$ cat src/nfa_pkg.sv
// Shared types and codes of the NFA string recognizer.
package nfa_pkg;

    localparam int DEF_MAX_STATES = 32;
    localparam int DEF_MAX_EDGES  = 128;

    localparam int STATE_W = 5;
    localparam int SYM_W   = 8;
    localparam int INDEX_W = 7;
    localparam int OP_W    = 2;

    localparam logic [OP_W-1:0] OP_LOAD   = 2'd0;
    localparam logic [OP_W-1:0] OP_START  = 2'd1;
    localparam logic [OP_W-1:0] OP_SYMBOL = 2'd2;

    localparam logic [0:0] CFG_NUM_STATES = 1'b0;
    localparam logic [0:0] CFG_NUM_EDGES  = 1'b1;

    typedef struct packed {
        logic [STATE_W-1:0] from_state;
        logic [SYM_W-1:0]   edge_symbol;
        logic [STATE_W-1:0] to_state;
    } t_edge;

endpackage

$ cat src/nfa_edge_ram.sv
// Edge table memory: one write port, one read port with registered data.
module nfa_edge_ram
    import nfa_pkg::*;
#(
    parameter int MAX_EDGES = DEF_MAX_EDGES,
    localparam int AW = (MAX_EDGES > 1) ? $clog2(MAX_EDGES) : 1
) (
    input  logic          i_clk,
    input  logic          i_wr_en,
    input  logic [AW-1:0] i_wr_addr,
    input  t_edge         i_wr_data,
    input  logic          i_rd_en,
    input  logic [AW-1:0] i_rd_addr,
    output t_edge         o_rd_data
);

    t_edge r_mem [MAX_EDGES];
    t_edge r_rd_data;

    always_ff @(posedge i_clk) begin
        if (i_wr_en) begin
            r_mem[i_wr_addr] <= i_wr_data;
        end
    end

    always_ff @(posedge i_clk) begin
        if (i_rd_en) begin
            r_rd_data <= r_mem[i_rd_addr];
        end
    end

    assign o_rd_data = r_rd_data;

endmodule

$ cat src/nfa_string_recognizer.sv
// NFA string recognizer: active-state set driven by a walk of the edge table memory.
//
// Each request carries an operation: load one edge entry, start a new string (only state 0
// active), or feed one symbol byte; every request returns one result with accepted (highest
// state in use is active) and alive (any state in use is active). A symbol request walks the
// edge table from entry 0 up to min(num_edges, MAX_EDGES)-1, one memory read per cycle, so it
// occupies the block until the walk ends and its result is posted; load, start and unused
// operations skip the walk and go straight to the finish state. Edge entries below
// num_edges must be loaded before symbols are fed.
module nfa_string_recognizer
    import nfa_pkg::*;
#(
    parameter int MAX_STATES = DEF_MAX_STATES,
    parameter int MAX_EDGES  = DEF_MAX_EDGES
) (
    input  logic        i_clk,
    input  logic        i_rst_n,
    // config write port
    input  logic        i_cfg_wr_en,
    input  logic [0:0]  i_cfg_addr,
    input  logic [7:0]  i_cfg_wdata,
    // request stream
    input  logic        s_axis_tvalid,
    output logic        s_axis_tready,
    // edge_index[6:0], from_state[11:7], edge_symbol[19:12], to_state[24:20],
    // symbol[32:25], zero pad[39:33]
    input  logic [39:0] s_axis_tdata,
    // operation[1:0]
    input  logic [1:0]  s_axis_tuser,
    // result stream
    output logic        m_axis_tvalid,
    input  logic        m_axis_tready,
    // accepted[0], alive[1], zero pad[7:2]
    output logic [7:0]  m_axis_tdata
);

    localparam int AW = (MAX_EDGES > 1) ? $clog2(MAX_EDGES) : 1;
    localparam int CW = $clog2(MAX_EDGES + 1);
    localparam int NW = $clog2(MAX_STATES + 1);

    localparam logic [1:0] ST_IDLE = 2'd0;
    localparam logic [1:0] ST_WALK = 2'd1;
    localparam logic [1:0] ST_FIN  = 2'd2;

    // unpacked request fields
    logic [OP_W-1:0]    in_operation;
    logic [INDEX_W-1:0] in_edge_index;
    t_edge              in_edge;
    logic [SYM_W-1:0]   in_symbol;

    assign in_operation         = s_axis_tuser;
    assign in_edge_index        = s_axis_tdata[6:0];
    assign in_edge.from_state   = s_axis_tdata[11:7];
    assign in_edge.edge_symbol  = s_axis_tdata[19:12];
    assign in_edge.to_state     = s_axis_tdata[24:20];
    assign in_symbol            = s_axis_tdata[32:25];

    logic [5:0]            r_num_states;
    logic [7:0]            r_num_edges;
    logic [1:0]            r_state;
    logic [MAX_STATES-1:0] r_active;
    logic [MAX_STATES-1:0] r_cur;
    logic [MAX_STATES-1:0] r_next;
    logic [MAX_STATES-1:0] n_next;
    logic [CW-1:0]         r_issue;
    logic [CW-1:0]         r_ne;
    logic                  r_rd_vld;
    logic [SYM_W-1:0]      r_sym;
    logic                  r_m_valid;
    logic                  r_accepted;
    logic                  r_alive;

    logic [NW-1:0]         n_use;
    logic [MAX_STATES-1:0] mask;
    logic [MAX_STATES-1:0] last_bit;
    logic [CW-1:0]         ne_use;
    logic                  in_acc;
    logic                  out_free;
    logic                  load_ok;
    logic                  rd_en;
    t_edge                 rd_edge;
    logic                  src_hit;

    assign in_acc   = s_axis_tvalid && s_axis_tready;
    assign out_free = !r_m_valid || m_axis_tready;
    assign load_ok  = in_acc && (in_operation == OP_LOAD) && (32'(in_edge_index) < MAX_EDGES);
    assign rd_en    = (r_state == ST_WALK) && (r_issue < r_ne);

    // clamp register values to the supported range
    always_comb begin
        if (r_num_states == 6'd0) begin
            n_use = NW'(1);
        end else if (32'(r_num_states) > MAX_STATES) begin
            n_use = NW'(MAX_STATES);
        end else begin
            n_use = NW'(r_num_states);
        end
        if (32'(r_num_edges) > MAX_EDGES) begin
            ne_use = CW'(MAX_EDGES);
        end else begin
            ne_use = CW'(r_num_edges);
        end
        for (int s = 0; s < MAX_STATES; s++) begin
            mask[s]     = (s < int'(n_use));
            last_bit[s] = (s == int'(n_use) - 1);
        end
    end

    nfa_edge_ram #(
        .MAX_EDGES(MAX_EDGES)
    ) u_edge_ram (
        .i_clk     (i_clk),
        .i_wr_en   (load_ok),
        .i_wr_addr (AW'(in_edge_index)),
        .i_wr_data (in_edge),
        .i_rd_en   (rd_en),
        .i_rd_addr (r_issue[AW-1:0]),
        .o_rd_data (rd_edge)
    );

    // merge the targets of one edge read from the table
    always_comb begin
        src_hit = 1'b0;
        for (int s = 0; s < MAX_STATES; s++) begin
            if (int'(rd_edge.from_state) == s && r_cur[s]) begin
                src_hit = 1'b1;
            end
        end
        n_next = r_next;
        if (r_rd_vld && src_hit && (rd_edge.edge_symbol == r_sym)) begin
            for (int s = 0; s < MAX_STATES; s++) begin
                if (int'(rd_edge.to_state) == s && mask[s]) begin
                    n_next[s] = 1'b1;
                end
            end
        end
    end

    always_ff @(posedge i_clk) begin
        if (!i_rst_n) begin
            r_num_states <= 6'd1;
            r_num_edges  <= 8'd0;
        end else if (i_cfg_wr_en) begin
            unique case (i_cfg_addr)
                CFG_NUM_STATES: r_num_states <= i_cfg_wdata[5:0];
                CFG_NUM_EDGES:  r_num_edges  <= i_cfg_wdata;
                default: ;
            endcase
        end
    end

    // post a result on finish, drop it once taken
    always_ff @(posedge i_clk) begin
        if (!i_rst_n) begin
            r_m_valid <= 1'b0;
        end else if ((r_state == ST_FIN) && out_free) begin
            r_m_valid <= 1'b1;
        end else if (m_axis_tready) begin
            r_m_valid <= 1'b0;
        end
    end

    always_ff @(posedge i_clk) begin
        if (!i_rst_n) begin
            r_state   <= ST_IDLE;
            r_active  <= MAX_STATES'(1);
            r_rd_vld  <= 1'b0;
            r_issue   <= '0;
            r_ne      <= '0;
        end else begin
            unique case (r_state)
                ST_IDLE: begin
                    if (in_acc) begin
                        case (in_operation)
                            OP_START: begin
                                r_active <= MAX_STATES'(1);
                                r_state  <= ST_FIN;
                            end
                            OP_SYMBOL: begin
                                r_state <= ST_WALK;
                                r_cur   <= r_active & mask;
                                r_next  <= '0;
                                r_sym   <= in_symbol;
                                r_ne    <= ne_use;
                                r_issue <= '0;
                            end
                            default: r_state <= ST_FIN;
                        endcase
                    end
                end
                ST_WALK: begin
                    r_next   <= n_next;
                    r_rd_vld <= rd_en;
                    if (rd_en) begin
                        r_issue <= r_issue + CW'(1);
                    end else if (!r_rd_vld) begin
                        // all entries merged: commit the new set
                        r_active <= r_next;
                        r_state  <= ST_FIN;
                    end
                end
                ST_FIN: begin
                    if (out_free) begin
                        r_accepted <= |(r_active & last_bit);
                        r_alive    <= |(r_active & mask);
                        r_state    <= ST_IDLE;
                    end
                end
                default: r_state <= ST_IDLE;
            endcase
        end
    end

    assign s_axis_tready = (r_state == ST_IDLE);
    assign m_axis_tvalid = r_m_valid;
    assign m_axis_tdata  = {6'd0, r_alive, r_accepted};

    // no table read is in flight while requests are taken
    a_idle_no_read: assert property (@(posedge i_clk) disable iff (!i_rst_n)
        s_axis_tready |-> !r_rd_vld)
        else $error("edge read pending while idle");

    // the walk never issues past the captured edge count
    a_issue_bound: assert property (@(posedge i_clk) disable iff (!i_rst_n)
        (r_state == ST_WALK) |-> (r_issue <= r_ne))
        else $error("edge walk overran the edge count");

    // a symbol request starts a walk
    a_symbol_walk: assert property (@(posedge i_clk) disable iff (!i_rst_n)
        (in_acc && (in_operation == OP_SYMBOL)) |=> (r_state == ST_WALK))
        else $error("symbol request did not start a walk");

    // a result leaves the finish state only into a full output register
    a_fin_result: assert property (@(posedge i_clk) disable iff (!i_rst_n)
        ((r_state == ST_FIN) && out_free) |=> (r_m_valid && (r_state == ST_IDLE)))
        else $error("result not posted on finish");

endmodule

$ cat config.mk
export PLATFORM = sky130hd
export DESIGN_NAME = nfa_string_recognizer
export DESIGN_NICKNAME = d
export VERILOG_FILES = /design/src/nfa_pkg.sv /design/src/nfa_edge_ram.sv /design/src/nfa_string_recognizer.sv
export SDC_FILE = /design/constraint.sdc
export NUM_CORES = 2
export LEC_CHECK = 0
export BUFFER_PORTS_ARGS = -buffer_cell sky130_fd_sc_hd__buf_2
export CORE_AREA = 2 2 558 698
export CTS_CLUSTER_DIAMETER = 120
export DETAILED_ROUTE_END_ITERATION = 6
export DIE_AREA = 0 0 560 700
export SETUP_SLACK_MARGIN = 0.02
export SYNTH_ARGS = -nofsm -noshare
export SYNTH_HDL_FRONTEND = slang
export SYNTH_SLANG_ARGS = --single-unit
$ cat constraint.sdc
create_clock -name i_clk -period 3.95 [get_ports i_clk]
set_input_delay 0 -clock i_clk [delete_from_list [all_inputs] [get_ports i_clk]]
set_output_delay 0 -clock i_clk [all_outputs]
set_load 0.02 [all_outputs]
==> key figures <==
Final layout
  – Finished Cell Area: 113500 um^2
  – Layout area overhead: 18.26%
  – Share of cells above drive strength 1: 0.2844
  – Final #Nets: roughly 5200
  – Fill cell count: 37440

Power and ir drop
  – Power Internal: 0.04155 W
  – Combinational power share: 0.017
  – IR drop worst, VDD: 0.3568 mV
  – Seq pwr share: 0.552
  – Clock power frac: 0.431
  – Switching pwr: between 0.01 and 0.015 W
  – Sw frac: 0.2013
  – Pleak: ~34 nW
  – PwrDens: ~460 nW/um^2

Route
  – DR vias: 49720
  – DR vias/cell: roughly 4.8
  – Drt total wl: 269400 um
  – Final antenna-violating net count: 0
  – DR DRC count: 0
  – DR WL/cell: 25.81 um
  – DRT Pass-1 Iters: 5
  – Initial drt markers: 6147

Worst setup path
  – Crit path required time: 4.56 ns
  – Crit start category: register
  – Critical path endpoint category: register
  – Worst Path Arrival: around 4.4 ns
  – Kind of critical path: reg2reg
  – R2R Setup Slk: between 0.15 and 0.2 ns
  – Critical Path Fanout Max: 36

Logic synthesis
  – Synth area leaders: edfxtp_1 75%, mux4_2 13%, mux2i_1 2.2%
  – Main synth FF type: edfxtp_1
  – Area of the mapped netlist: 95940 um^2
  – Yosys top cell area share: 0.7499
  – FF+latch count, synth: approximately 2500
  – Sequential area share after synthesis: 0.7637
  – Asr flop ratio synth: 0
  – Cells after synthesis: 4609
  – Count of cell types in the netlist: 68
  – Number of enable flip-flop cells after synthesis: 2396
  – Synth area leader: edfxtp_1
  – Yosys warning total: 0
  – Mean Syn Cell Area: 20.82 um^2

Timing
  – Pins Over Slew Limit: 0
  – Slew @ Worst Pin: around 1.3 ns
  – Setup Skew: between 0.07 and 0.08 ns
  – TNS Setup: 0 ns
  – Period utilisation layout: 0.9567
  – Post-route minimum period: 3.779 ns
  – Hold Violations, Final: 0
  – Max frequency: 264.6 MHz
  – RSZ-0062 raised after global routing: false
  – # setup viols final: 0
  – Max_slew headroom: 0.1044

Global routing
  – Number of global-route vias before repair: 49670
  – First-pass GRT wire length: 379200 um
  – GRT Total Usage: 0.1330
  – Antenna violations before repair: 28
  – Total gr overflow: 0
  – Largest net degree at the start of global routing: between 90 and 100

Place
  – GPL Wtd Cong: ~0.91
  – PortBufs: 52
  – Hpwl dp: 167300 um
  – Dpl cell area: 105000 um^2

CTS
  – Max Root-Sink Buffers: 4
  – Clk pin slew, worst setup/hold paths: 0.06 ns
  – Sink Count: 2462
  – Worst-Skew Late Latency: 0.95 ns
  – Num CTS Buffers: ~240
  – H-tree levels: 4
  – CTS tree: yes
  – Root buffer cell: clkbuf_16

Floorplan
  – Die Ht: roughly 700 um
  – Die Footprint: approximately 400000 um^2
  – Die Wd: 560 um
  – Row count: 255
  – Core Box Area: roughly 390000 um^2
  – I/O pin cnt: 66
  – Initial Util: 0.2489

Hold path
  – Worst hold path type: in2reg

Status
  – Outcome: finished clean

Job
  – Max Cap Viol: 0
## per-layer routing
| layer | up-vias | global-route usage | wire (um) |
|---|---|---|---|
| met5 | - | 0 | 88 |
| met4 | 14 | 0.05826 | 13090 |
| met3 | 526 | 0.02209 | 20300 |
| met2 | 2303 | 0.2230 | 131400 |
| met1 | 26690 | 0.1689 | 104500 |
| li1 | 20190 | - | - |
## cell usage after synthesis, types with 60 or more instances
cell and n:
edfxtp_1 2396, a21oi_1 125, mux2i_1 209, nor2_1 198, mux4_2 569, o21ai_0 60
a22oi_1 69, buf_2 79, buf_4 61, clkbuf_1 96, nand3_1 73, dfxtp_1 66
nand2_1 130
## cell families after synthesis
group / count (synthesis) / share of synthesized area
DFF: 2462 / 0.7637
adders and majority gates: 8 / 0.001043
buffers and inverters: 292 / 0.01641
xor gates and xnor gates: 9 / 0.0008215
muxes: 793 / 0.1571
and+or+nand+nor: 577 / 0.02849
other: 1 / 0.00003909
AOI/OAI and AO/OA: 467 / 0.03238
## final timing paths
path                from                 endpoint  cells past startpoint
max           r_issue[0]  u_edge_ram.o_rd_data[4]                      9
min          i_cfg_wr_en           r_num_edges[4]                      4
max reg2reg   r_issue[0]  u_edge_ram.o_rd_data[4]                      9
min reg2reg   r_next[29]             r_active[29]                      1
## placed cells by master (no fill, tap or decap), types with 15 or more instances in the layout
cell              n
a221oi_1         15
o21ai_0          60
o22ai_1          17
nor2_1           73
and2_1           35
buf_12           44
nor3b_1          16
nor2b_1          32
nor2_2          123
dlygate4sd3_1    83
clkbuf_16       238
clkinv_1         45
mux2_2           15
nand3_1          71
o221ai_1         19
a21oi_1         125
dfxtp_1          59
nor3_1           20
inv_1            16
buf_4           358
mux2i_1         209
a22o_1           36
bufinv_16        24
clkinv_2         45
nand2_1         130
edfxtp_1       2396
buf_2            34
clkinvlp_4       15
a22oi_1          69
clkbuf_1         43
mux4_2          569
a211oi_1         36
a31oi_1          34
## per-stage QoR
stage | total power (W) | std cells | hold slack [ns] | utilization | setup WS (ns)
3_5_place_dp | 0.03006 | 9919 | 0.2333 | 0.2725 | 0.1737
5_1_grt | 0.05329 | 10430 | 0.07153 | 0.2943 | 0.1162
6_report | 0.05202 | 10440 | 0.05852 | 0.2944 | 0.1712
4_1_cts | 0.05238 | 10430 | 0.007478 | 0.2943 | 0.1406
2_1_floorplan | 0.02945 | 4614 | 0.06194 | - | 0.7098
3_3_place_gp | 0.03002 | 9919 | 0.2460 | 0.2725 | 0.1132
## registers in the layout, indices dropped and copies added (netlist names), 2 cells and up
register and cells:
r_next 32, r_sym 8, u_edge_ram.o_rd_data 18, r_num_states 6
r_ne 8, r_active 32, r_cur 32, u_edge_ram.r_mem 2304
r_num_edges 8, r_issue 8, r_state 2
## critical path, stage by stage (launching register included)
cell,delay (ns)
dfxtp_4,0.64
buf_12,0.32
buf_12,0.32
mux4_2,0.54
nor2b_1,0.15
a211oi_1,0.22
a21oi_1,0.17
a22o_1,0.30
nor4_1,0.69
nor3_1,0.10
## layout make-up
class                   count  area [um^2]  area share
diodes                     14        35.03   0.0003088
clock buffers             287         6200     0.05464
clock inverters           136         1371     0.01209
inverters                  21        81.33   0.0007168
multi-input cells        1860        21480      0.1893
flip-flops and latches   2462        73290      0.6460
well taps                5140         6431     0.05668
repair buffers            519         4569     0.04027
## power groups by stage
stage,clock [W],sequential [W],combinational (W)
6_report,0.0224,0.0287,0.000879
5_1_grt,0.0237,0.0287,0.000938
2_1_floorplan,0,0.0292,0.000210
4_1_cts,0.0228,0.0287,0.000881
3_3_place_gp,0,0.0293,0.000762
3_5_place_dp,0,0.0293,0.000802
## what timing repair did
item	CTS	global route
setup buffers	0	0
resized for setup	0	0
hold buffers	83	0
hold endpoints to repair	1576	0
(Power assumes the default switching activity.)
